`config.mk`:
```
export PLATFORM = sky130hd
export DESIGN_NAME = line_rasterizer
export DESIGN_NICKNAME = d
export VERILOG_FILES = /design/src/design/lrast_pkg.sv /design/src/design/lrast_front.sv /design/src/design/lrast_queue.sv /design/src/design/lrast_back.sv /design/src/design/line_rasterizer.sv
export SDC_FILE = /design/constraint.sdc
export NUM_CORES = 1
export LEC_CHECK = 0
export BUFFER_PORTS_ARGS = -buffer_cell sky130_fd_sc_hd__buf_4
export CORE_ASPECT_RATIO = 1.4
export CORE_MARGIN = 8
export CORE_UTILIZATION = 53
export CTS_BUF_LIST = sky130_fd_sc_hd__clkbuf_2 sky130_fd_sc_hd__clkbuf_4 sky130_fd_sc_hd__clkbuf_8
export CTS_CLUSTER_DIAMETER = 40
export DETAILED_ROUTE_END_ITERATION = 12
export GPL_ROUTABILITY_DRIVEN = 1
export PLACE_DENSITY = 0.7
export SYNTH_ARGS = -nofsm -noshare
export SYNTH_HDL_FRONTEND = slang
export SYNTH_SLANG_ARGS = --single-unit
```
`constraint.sdc`:
```
create_clock -name clk -period 8.9 [get_ports clk]
set_input_delay 1.78 -clock clk [delete_from_list [all_inputs] [get_ports clk]]
set_output_delay 1.78 -clock clk [all_outputs]
set_load 0.01 [all_outputs]
```
`src/design/lrast_pkg.sv`:
```
// ----------------------------------------------------------------------------
// lrast_pkg
// Shared widths, command type and queue sizing for the line rasterizer.
// ----------------------------------------------------------------------------
package lrast_pkg;

  localparam int COORD_BITS  = 11;
  localparam int COLOR_BITS  = 16;
  localparam int ERR_BITS    = COORD_BITS + 3;
  localparam int TWICE_BITS  = COORD_BITS + 2;
  localparam int QUEUE_DEPTH = 4;
  localparam int QPTR_BITS   = $clog2(QUEUE_DEPTH);

  typedef logic [COORD_BITS-1:0] coord_t;
  typedef logic [COLOR_BITS-1:0] color_t;

  // One classified request: a line load with ordered endpoints, or a step tick
  typedef struct packed {
    logic   start;
    coord_t xa;
    coord_t ya;
    coord_t xb;
    coord_t yb;
    coord_t dx;
    coord_t dy;
    logic   y_desc;
    color_t color;
  } lrast_cmd_t;

endpackage

```
`src/design/lrast_front.sv`:
```
// ----------------------------------------------------------------------------
// lrast_front
// Classifies each request and orders line endpoints so that x increases,
// producing the spans and the y direction for the stepper.
// ----------------------------------------------------------------------------
module lrast_front import lrast_pkg::*; (
  input  logic       start_req,
  input  coord_t     x_begin,
  input  coord_t     y_begin,
  input  coord_t     x_finish,
  input  coord_t     y_finish,
  input  color_t     line_color,
  output lrast_cmd_t cmd
);

  logic   swap;
  coord_t xa, ya, xb, yb;

  // Order endpoints: x ascending, then y ascending for vertical lines
  assign swap = (x_begin > x_finish) || ((x_begin == x_finish) && (y_begin > y_finish));
  assign xa   = swap ? x_finish : x_begin;
  assign ya   = swap ? y_finish : y_begin;
  assign xb   = swap ? x_begin  : x_finish;
  assign yb   = swap ? y_begin  : y_finish;

  // Build the request with absolute spans
  always_comb begin
    cmd.start  = start_req;
    cmd.xa     = xa;
    cmd.ya     = ya;
    cmd.xb     = xb;
    cmd.yb     = yb;
    cmd.dx     = xb - xa;
    cmd.y_desc = (yb < ya);
    cmd.dy     = (yb < ya) ? (ya - yb) : (yb - ya);
    cmd.color  = line_color;
  end

endmodule

```
`src/design/lrast_queue.sv`:
```
// ----------------------------------------------------------------------------
// lrast_queue
// Short request queue that decouples the front classifier from the stepper.
// ----------------------------------------------------------------------------
module lrast_queue import lrast_pkg::*; (
  input  logic       clk,
  input  logic       rst,
  input  logic       push,
  input  lrast_cmd_t push_data,
  output logic       not_full,
  input  logic       pop,
  output logic       not_empty,
  output lrast_cmd_t pop_data
);

  lrast_cmd_t             mem [QUEUE_DEPTH];
  logic [QPTR_BITS-1:0]   wr_ptr;
  logic [QPTR_BITS-1:0]   rd_ptr;
  logic [QPTR_BITS:0]     count;

  assign not_full  = (count != (QPTR_BITS+1)'(QUEUE_DEPTH));
  assign not_empty = (count != '0);
  assign pop_data  = mem[rd_ptr];

  // Store incoming requests
  always_ff @(posedge clk) begin
    if (push) begin
      mem[wr_ptr] <= push_data;
    end
  end

  // Advance pointers and occupancy
  always_ff @(posedge clk) begin
    if (rst) begin
      wr_ptr <= '0;
      rd_ptr <= '0;
      count  <= '0;
    end else begin
      if (push) begin
        wr_ptr <= wr_ptr + 1'b1;
      end
      if (pop) begin
        rd_ptr <= rd_ptr + 1'b1;
      end
      if (push && !pop) begin
        count <= count + 1'b1;
      end else if (pop && !push) begin
        count <= count - 1'b1;
      end
    end
  end

endmodule

```
`src/design/lrast_back.sv`:
```
// ----------------------------------------------------------------------------
// lrast_back
// Bresenham stepper: loads line setup, emits one pixel per step request
// while a line is active, into a registered output stage.
// ----------------------------------------------------------------------------
module lrast_back import lrast_pkg::*; (
  input  logic       clk,
  input  logic       rst,
  input  logic       cmd_valid,
  input  lrast_cmd_t cmd,
  output logic       cmd_pop,
  output logic       out_valid,
  input  logic       out_ready,
  output coord_t     pixel_x,
  output coord_t     pixel_y,
  output color_t     pixel_color,
  output logic       last_pixel
);

  logic                        line_active;
  coord_t                      pos_x, pos_y, end_x, end_y;
  logic signed [ERR_BITS-1:0]  decision_term;
  logic [TWICE_BITS-1:0]       twice_minor;
  logic signed [ERR_BITS-1:0]  twice_minor_less_major;
  logic                        steep_major_y;
  logic                        y_descending;
  color_t                      held_color;

  logic   emit, load, is_last, d_neg, x_inc, y_step;
  logic   ld_steep;
  coord_t ld_major, ld_minor;
  coord_t pos_y_next;

  // Pop loads and idle ticks freely; a pixel needs room in the output stage
  assign cmd_pop = cmd_valid && (cmd.start || !line_active || !out_valid || out_ready);
  assign load    = cmd_pop && cmd.start;
  assign emit    = cmd_pop && !cmd.start && line_active;

  // Line setup from the ordered spans
  assign ld_steep = (cmd.dy > cmd.dx);
  assign ld_major = ld_steep ? cmd.dy : cmd.dx;
  assign ld_minor = ld_steep ? cmd.dx : cmd.dy;

  // Step decision
  assign is_last    = steep_major_y ? (pos_y == end_y) : (pos_x == end_x);
  assign d_neg      = decision_term[ERR_BITS-1];
  assign x_inc      = !steep_major_y || !d_neg;
  assign y_step     = steep_major_y || !d_neg;
  assign pos_y_next = y_descending ? (pos_y - 1'b1) : (pos_y + 1'b1);

  // Hold line state and advance it on each emitted pixel
  always_ff @(posedge clk) begin
    if (rst) begin
      line_active <= 1'b0;
    end else if (load) begin
      line_active <= 1'b1;
    end else if (emit && is_last) begin
      line_active <= 1'b0;
    end
  end

  always_ff @(posedge clk) begin
    if (load) begin
      pos_x                  <= cmd.xa;
      pos_y                  <= cmd.ya;
      end_x                  <= cmd.xb;
      end_y                  <= cmd.yb;
      steep_major_y          <= ld_steep;
      y_descending           <= cmd.y_desc;
      held_color             <= cmd.color;
      twice_minor            <= TWICE_BITS'({ld_minor, 1'b0});
      twice_minor_less_major <= $signed({2'b00, ld_minor, 1'b0})
                                - $signed({2'b00, ld_major, 1'b0});
      decision_term          <= $signed({2'b00, ld_minor, 1'b0})
                                - $signed({3'b000, ld_major});
    end else if (emit && !is_last) begin
      pos_x <= pos_x + coord_t'(x_inc);
      if (y_step) begin
        pos_y <= pos_y_next;
      end
      if (d_neg) begin
        decision_term <= decision_term + $signed({1'b0, twice_minor});
      end else begin
        decision_term <= decision_term + twice_minor_less_major;
      end
    end
  end

  // Output stage: fill on emit, drain on acceptance
  always_ff @(posedge clk) begin
    if (rst) begin
      out_valid <= 1'b0;
    end else if (emit) begin
      out_valid <= 1'b1;
    end else if (out_ready) begin
      out_valid <= 1'b0;
    end
  end

  always_ff @(posedge clk) begin
    if (emit) begin
      pixel_x     <= pos_x;
      pixel_y     <= pos_y;
      pixel_color <= held_color;
      last_pixel  <= is_last;
    end
  end

endmodule

```
`src/design/line_rasterizer.sv`:
```
// ----------------------------------------------------------------------------
// line_rasterizer
// Bresenham line generator: a start request loads a line, each step request
// emits the next pixel, if a line is active, with colour and final-pixel flag.
// ----------------------------------------------------------------------------
// A step request is stored in the request queue, and its pixel is then held
// in the output register until accepted.
// Throughput: one request per cycle unless output stalls fill the queue.
// Reset: synchronous; clears the queue, the active-line flag and out_valid.
// The 4-entry request queue lets input accept while output is stalled.
module line_rasterizer import lrast_pkg::*; (
  input  logic   clk,
  input  logic   rst,
  input  logic   in_valid,
  output logic   in_ready,
  input  logic   start_req,
  input  coord_t x_begin,
  input  coord_t y_begin,
  input  coord_t x_finish,
  input  coord_t y_finish,
  input  color_t line_color,
  output logic   out_valid,
  input  logic   out_ready,
  output coord_t pixel_x,
  output coord_t pixel_y,
  output color_t pixel_color,
  output logic   last_pixel
);

  lrast_cmd_t front_cmd, queue_cmd;
  logic       queue_valid, queue_pop;

  // Classify and order endpoints
  lrast_front u_front (
    .start_req  (start_req),
    .x_begin    (x_begin),
    .y_begin    (y_begin),
    .x_finish   (x_finish),
    .y_finish   (y_finish),
    .line_color (line_color),
    .cmd        (front_cmd)
  );

  // Buffer requests between front and stepper
  lrast_queue u_queue (
    .clk       (clk),
    .rst       (rst),
    .push      (in_valid && in_ready),
    .push_data (front_cmd),
    .not_full  (in_ready),
    .pop       (queue_pop),
    .not_empty (queue_valid),
    .pop_data  (queue_cmd)
  );

  // Step lines and emit pixels
  lrast_back u_back (
    .clk         (clk),
    .rst         (rst),
    .cmd_valid   (queue_valid),
    .cmd         (queue_cmd),
    .cmd_pop     (queue_pop),
    .out_valid   (out_valid),
    .out_ready   (out_ready),
    .pixel_x     (pixel_x),
    .pixel_y     (pixel_y),
    .pixel_color (pixel_color),
    .last_pixel  (last_pixel)
  );

endmodule

```
# Yosys cells after proc, flatten, opt, wreduce, memory -nomap -nowiden
# Memories as Yosys holds them, arrays and structs flattened. A register that Yosys moved wholly into a read port is not among the register bits.
# Cells that the tools add are included.
[totals]
ramBits = 336
inputBits = 65
latch_bits = 0
wordCells = 100
output_inout_bits = 41
ff_bits = 149
n_memories = 1
rom_bits = 0
[mem_list]
columns = ["memory", "depth", "width", "read_ports", "rd_ports_with_merged_regs", "write_ports", "line", "rtl"]
rows = [
  ["u_queue.mem", 4, 84, 1, 1, 1, "lrast_queue.sv:16", "lrast_cmd_t mem [QUEUE_DEPTH];"],
]
[classes]
shift = 0
muxes = 27
n_mul = 0
n_reduce_logical = 31
n_addsub = 14
n_eq_ne = 4
div_mod_pow = 0
magnitude_cmp = 4
bitwise_logic = 0
[ops]
columns = ["cell", "count"]
rows = [
  ["11-bit 2-to-1 mux", 13],
  ["14-bit 2-to-1 mux", 3],
  ["11-bit == test", 3],
  ["11-bit greater-than comparator", 3],
  ["11-bit subtractor", 3],
  ["14-bit by 13-bit adder with 14-bit output", 1],
  ["14-bit adder", 1],
  ["12-bit by 11-bit subtractor with 13-bit output", 1],
  ["12-bit by 12-bit subtractor with 13-bit output", 1],
  ["11-bit by 1-bit adder with 11-bit output", 1],
  ["11-bit by 1-bit adder with 11-bit output (second input constant)", 1],
  ["11-bit less-than comparator", 1],
  ["11-bit by 1-bit subtractor with 11-bit output (second input constant)", 1],
  ["1-bit logical AND", 10],
  ["2-bit nonzero test", 5],
  ["1-bit zero test", 8],
  ["1-bit 2-to-1 mux", 7],
  ["1-bit logical OR", 6],
  ["3-bit 2-to-1 mux", 2],
  ["2-bit by 1-bit adder with 2-bit output (second input constant)", 2],
  ["2-bit 2-to-1 mux", 2],
  ["3-bit by 1-bit adder with 3-bit output (second input constant)", 1],
  ["3-bit inequality test (second input constant)", 1],
  ["3-bit nonzero test", 1],
  ["2 further kinds", 2],
]

# Logic depth before layout (Yosys ltp)
[depth]
depth_word = 10
mapped_depth = 29
depth_no_buf = 24

# Modules after synthesis
# Synthesis repeated with hierarchy kept, for this count alone.
[unflattened]
hier_cells = 1581
hier_area_um2 = 22969.5
[modules_own_cells]
columns = ["module", "cells_each", "n_inst", "area_each_um2"]
rows = [
  ["lrast_queue", 483, 1, 12548.3],
  ["lrast_back", 661, 1, 7659.8],
  ["lrast_front", 436, 1, 2755.1],
  ["line_rasterizer", 1, 1, 6.3],
]

# Worst setup path before layout
# No wires, ideal clock.
[synth_path]
path_type = "flip-flop to flip-flop"
startpoint = "reg (tool-made name)"
endpoint = "reg u_back.decision_term[10] (data pin)"
t_arrival_ns = 6.073
period_less_slack_ns = 6.434
setup_slack_ns = 2.466
setup_ns = 0.361
stages_incl_launch_ff = 26
required_ns = 8.539
path_cell_list = "dfxtp_1 > buf_2 > buf_2 > clkbuf_1 > mux4_2 > ha_1 > nand4_1 > o21bai_1 > a21oi_1 > clkbuf_1 > clkbuf_1 > clkbuf_1 > nand2_1 > o21a_1 > fa_1 > nor2b_1 > o21ai_0 > a21boi_0 > o21ai_0 > a21boi_0 > o21ai_0 > a21boi_0 > o21ai_0 > nand2_1 > xnor2_1 > a21oi_1"
[synth_lines]
columns = ["item", "line", "rtl"]
rows = [
  ["end signal: assignment", "lrast_back.sv:74", "decision_term <= $signed({2'b00, ld_minor, 1'b0})"],
  ["end signal: assignment", "lrast_back.sv:82", "decision_term <= decision_term + $signed({1'b0, twice_minor});"],
  ["end signal: assignment", "lrast_back.sv:84", "decision_term <= decision_term + twice_minor_less_major;"],
  ["end: declaration", "lrast_back.sv:22", "logic signed [ERR_BITS-1:0] decision_term;"],
]

==> impl_metrics.env <==
export IMPL_run_status="complete, no violations"
export IMPL_number_of_synthesized_flops_with_an_enable_pin=473
export IMPL_clkLatencyLatePin_ns=0.63
export IMPL_fmaxAchievable_mhz=148
export IMPL_cts_hold_fix_buffers=0
export IMPL_sort_of_element_at_the_end_of_the_critical_path="register"
export IMPL_num_nets_final=1812
export IMPL_cp_common_cell="sky130_fd_sc_hd__ha_1"
export IMPL_synth_xor_area_share_pct=3.20
export IMPL_ys_seq_area_share_pct=64.2
export IMPL_final_routed_drc_violation_total=0
export IMPL_clk_root_buffer_cell="sky130_fd_sc_hd__clkbuf_8"
export IMPL_grt_antenna_before_repair=1
export IMPL_route_final_wire_length_um=50600
export IMPL_criticalPathCategory="in2reg"
export IMPL_mappedNetlistNets=1676
export IMPL_tritoncts_num_sinks=484
export IMPL_tritoncts="built"
export IMPL_family_of_cells_with_the_greatest_summed_delay_on_the_critical_path="compound AO/OA/AOI/OAI gates"
export IMPL_finClkSkew_ns=0.0266
export IMPL_cap_viol_max_count=0
export IMPL_floorplan_die_width_um=190
export IMPL_layout_commonest_cell="sky130_fd_sc_hd__edfxtp_1"
export IMPL_simple_logic_cell_fraction_of_the_synthesized_area_pct=6.64
export IMPL_cts_buffer_count=74
export IMPL_cp_arrival_ns=7.08
export IMPL_layout_drive_gt1_share_pct=21.7
export IMPL_layout_cell_area_non_filler_um2=25400
export IMPL_grt_overflow=0
export IMPL_worstMarginPinSlew_ns=1.29
export IMPL_vertical_extent_of_the_die_um=260
export IMPL_global_route_wire_length_before_repair_um=79100
export IMPL_post_route_min_period_ns=6.75
export IMPL_final_cell_mix="sky130_fd_sc_hd__edfxtp_1, sky130_fd_sc_hd__nand2_1, sky130_fd_sc_hd__buf_4, sky130_fd_sc_hd__o21ai_0, sky130_fd_sc_hd__inv_1"
export IMPL_detail_route_antenna_nets=0
export IMPL_worstHoldPathType="reg2reg"
export IMPL_power_total_w=0.00943
export IMPL_first_global_vias=13800
export IMPL_synth_adder_area_share_pct=4.53
export IMPL_cts_htree_levels=3
export IMPL_synthDistinctLibCells=78
export IMPL_rsz0062_at_grt="no"
export IMPL_route_vias_total=13200
export IMPL_max_rail_drop_vdd_mv=0.258
export IMPL_core_area_um2=42000
export IMPL_detailedRoute_firstIterationViolations=775
export IMPL_final_min_period_over_clock_period_pct=75.9
export IMPL_finalWeightedCongestion=0.939
export IMPL_critical_path_s_largest_stage_delay_ns=1.05
export IMPL_cp_slowest_cell="sky130_fd_sc_hd__o31ai_2"
export IMPL_cellLeakagePower_nw=8.98
export IMPL_maxSlewViolCount=0
export IMPL_postSynthCellCount=1532
export IMPL_numPortBuffers=105
export IMPL_fraction_of_registers_with_async_set_reset_pct=0
export IMPL_cp_buffers_inverters=2
export IMPL_ys_warnings_count=0
export IMPL_synth_compound_gate_area_share_pct=8.11
export IMPL_rows=89
export IMPL_max_slew_margin_rel_pct=13.3
export IMPL_combinational_family_with_the_most_area_after_synthesis="multiplexers"
export IMPL_layout_setup_ws_ns=2.15
export IMPL_finalSetupViolCount=0
export IMPL_dp_hpwl_um=35200
export IMPL_post_place_ws_ns=1.65
export IMPL_clock_path_buffers=3
export IMPL_setup_tns_final_ns=0
export IMPL_pin_count=106
export IMPL_grt_max_degree=78
export IMPL_synth_mux_area_share_pct=10.7
export IMPL_synth_avg_cell_area_um2=14.7
export IMPL_cts_post_setup_buffers_inserted=0
export IMPL_cts_repair_resize_count=0
export IMPL_worst_setup_path_start_kind="input port"
export IMPL_required_arrival_time_at_the_worst_endpoint_ns=9.22
export IMPL_power_per_cell_area_nw_per_um2=372
export IMPL_initial_utilization_pct=53.5
export IMPL_ys_dominant_reg_cell="sky130_fd_sc_hd__edfxtp_1"
export IMPL_drt_pass1_iterations=5
export IMPL_via_per_inst=5.81
export IMPL_postPlaceCellArea_um2=23900
export IMPL_gr_usage_all_layers_pct=20.8
export IMPL_fp_dieArea_um2=49300
export IMPL_ys_ff_latch=484
export IMPL_drt_wirelength_per_cell_um=22.2
export IMPL_critical_path_cell_chain="buf_4, inv_1, ha_1, nand2_1, nor2_1, a211oi_1, o31ai_2, nand2_2, nand3_1, a21boi_0, ha_1, a31oi_1, o31ai_1, a311o_1, a21oi_1, o31a_1, mux2_1, xnor2_1"
export IMPL_clkTransAtPathRegs_ns=0.06
export IMPL_synth_area_um2=22500
export IMPL_hold_violations=0
export IMPL_area_delta_synth_final_pct=12.9
export IMPL_final_core_util_pct=60.4
export IMPL_crit_path_max_fanout=44
==> flip-flops by register name, indices dropped and copies added, names as in the netlist, named ones only <==
signal / count
u_back.pos_y: 11
u_back.held_color: 16
u_back.twice_minor_less_major: 12
u_queue.count: 3
u_queue.wr_ptr: 2
u_back.end_y: 11
u_back.pos_x: 11
u_back.out_valid: 1
u_back.twice_minor: 11
u_back.line_active: 1
u_queue.rd_ptr: 2
u_back.pixel_x: 11
u_back.pixel_color: 16
u_back.last_pixel: 1
u_back.steep_major_y: 1
u_back.pixel_y: 11
u_queue.mem: 336
u_back.y_descending: 1
u_back.end_x: 11
u_back.decision_term: 13
==> cell families after synthesis <==
kind of cell | count (synthesis)
DFF | 484
AOI/OAI and AO/OA | 288
muxes | 134
xor gates and xnor gates | 82
adders and majority gates | 79
and+or+nand+nor | 318
buffers and inverters | 147
==> worst paths after layout <==
| path | cells past startpoint | slack [ns] | startpoint | endpoint |
|---|---|---|---|---|
| worst min-delay path | 0 | 0.42 | u_back.held_color[9] | u_back.pixel_color[9] |
| worst min register to register | 0 | 0.42 | u_back.held_color[9] | u_back.pixel_color[9] |
| worst max register to register | 22 | 2.45 | register | u_back.decision_term[13] |
| worst max-delay path | 18 | 2.15 | y_finish[3] | u_queue.mem[2][25] |
==> cells in the mapped netlist (4+ instances only) <==
cell	number	area [µm²]
sky130_fd_sc_hd__a211oi_1	9	67.6
sky130_fd_sc_hd__a21boi_0	12	90.1
sky130_fd_sc_hd__a21o_1	8	60.1
sky130_fd_sc_hd__a21oi_1	64	320
sky130_fd_sc_hd__a221oi_1	5	43.8
sky130_fd_sc_hd__a31o_2	4	35.0
sky130_fd_sc_hd__a31oi_1	9	56.3
sky130_fd_sc_hd__and2_1	8	50.1
sky130_fd_sc_hd__and3_1	12	75.1
sky130_fd_sc_hd__buf_1	8	30.0
sky130_fd_sc_hd__buf_2	17	85.1
sky130_fd_sc_hd__clkbuf_1	30	113
sky130_fd_sc_hd__dfxtp_1	11	220
sky130_fd_sc_hd__edfxtp_1	473	14200
sky130_fd_sc_hd__fa_1	4	80.1
sky130_fd_sc_hd__ha_1	75	938
sky130_fd_sc_hd__inv_1	89	334
sky130_fd_sc_hd__mux2_2	20	225
sky130_fd_sc_hd__mux2i_1	30	300
sky130_fd_sc_hd__mux4_2	83	1870
sky130_fd_sc_hd__nand2_1	122	458
sky130_fd_sc_hd__nand2b_1	11	68.8
sky130_fd_sc_hd__nand3_1	22	110
sky130_fd_sc_hd__nand4_1	13	81.3
sky130_fd_sc_hd__nor2_1	77	289
sky130_fd_sc_hd__nor2b_1	13	81.3
sky130_fd_sc_hd__nor3_1	14	70.1
sky130_fd_sc_hd__o21a_1	10	75.1
sky130_fd_sc_hd__o21ai_0	102	510
sky130_fd_sc_hd__o221ai_1	4	35.0
sky130_fd_sc_hd__o31ai_1	15	113
sky130_fd_sc_hd__or3_1	8	50.1
sky130_fd_sc_hd__xnor2_1	51	447
sky130_fd_sc_hd__xor2_1	31	272
==> layout make-up <==
class | count | area [µm²]
antenna | 1 | 2.50
sequential | 484 | 14400
inverter | 89 | 337
fill | 3251 | 16600
timing repair buffer | 118 | 886
tap | 546 | 683
clock inverter | 36 | 315
multi-input combinational | 901 | 7520
clock buffer | 97 | 1200
==> report_power, final <==
group | total (W) | internal [W] | switching, W
logic | 0.00399 | 0.00172 | 0.00228
registers | 0.00359 | 0.00331 | 0.000282
clock network | 0.00185 | 0.000991 | 0.000854
total | 0.00943 | 0.00602 | 0.00341
==> metrics by stage <==
step | hold WS [ns] | std cells
6_report | 0.419 | 2272
5_1_grt | 0.430 | 2272
4_1_cts | 0.422 | 2271
3_5_place_dp | 0.405 | 2138
3_3_place_gp | 0.403 | 2138
2_1_floorplan | 0.400 | 1532
==> routing by layer <==
metal,routed length (µm),GRT usage [%],vias to the layer above,share of wire (%)
met5,0,0,-,0
met4,1140,7.14,0,2.2
met3,2380,3.36,74,4.7
met2,26300,36.5,395,52
met1,20700,25.8,6562,41
li1,-,-,6180,-
==> worst register-to-register path, stage by stage, from the launching register on <==
cell	delay (ns)
sky130_fd_sc_hd__dfxtp_4	0.66
sky130_fd_sc_hd__buf_4	0.56
sky130_fd_sc_hd__mux4_2	0.61
sky130_fd_sc_hd__inv_1	0.11
sky130_fd_sc_hd__ha_1	0.30
sky130_fd_sc_hd__a21oi_1	0.20
sky130_fd_sc_hd__o21bai_1	0.08
sky130_fd_sc_hd__a21oi_1	0.51
sky130_fd_sc_hd__and2_1	0.44
sky130_fd_sc_hd__o21ai_0	0.15
sky130_fd_sc_hd__o31ai_1	0.13
sky130_fd_sc_hd__ha_1	0.36
sky130_fd_sc_hd__nor2b_1	0.16
sky130_fd_sc_hd__o21ai_0	0.20
sky130_fd_sc_hd__a21boi_0	0.16
sky130_fd_sc_hd__o21ai_0	0.26
sky130_fd_sc_hd__a21boi_0	0.17
sky130_fd_sc_hd__o21ai_0	0.23
sky130_fd_sc_hd__a21boi_0	0.15
sky130_fd_sc_hd__o21ai_0	0.20
sky130_fd_sc_hd__nand2_1	0.11
sky130_fd_sc_hd__a2111o_1	0.44
sky130_fd_sc_hd__o21ai_0	0.09
Note: power is estimated with default switching activity, not from simulation.
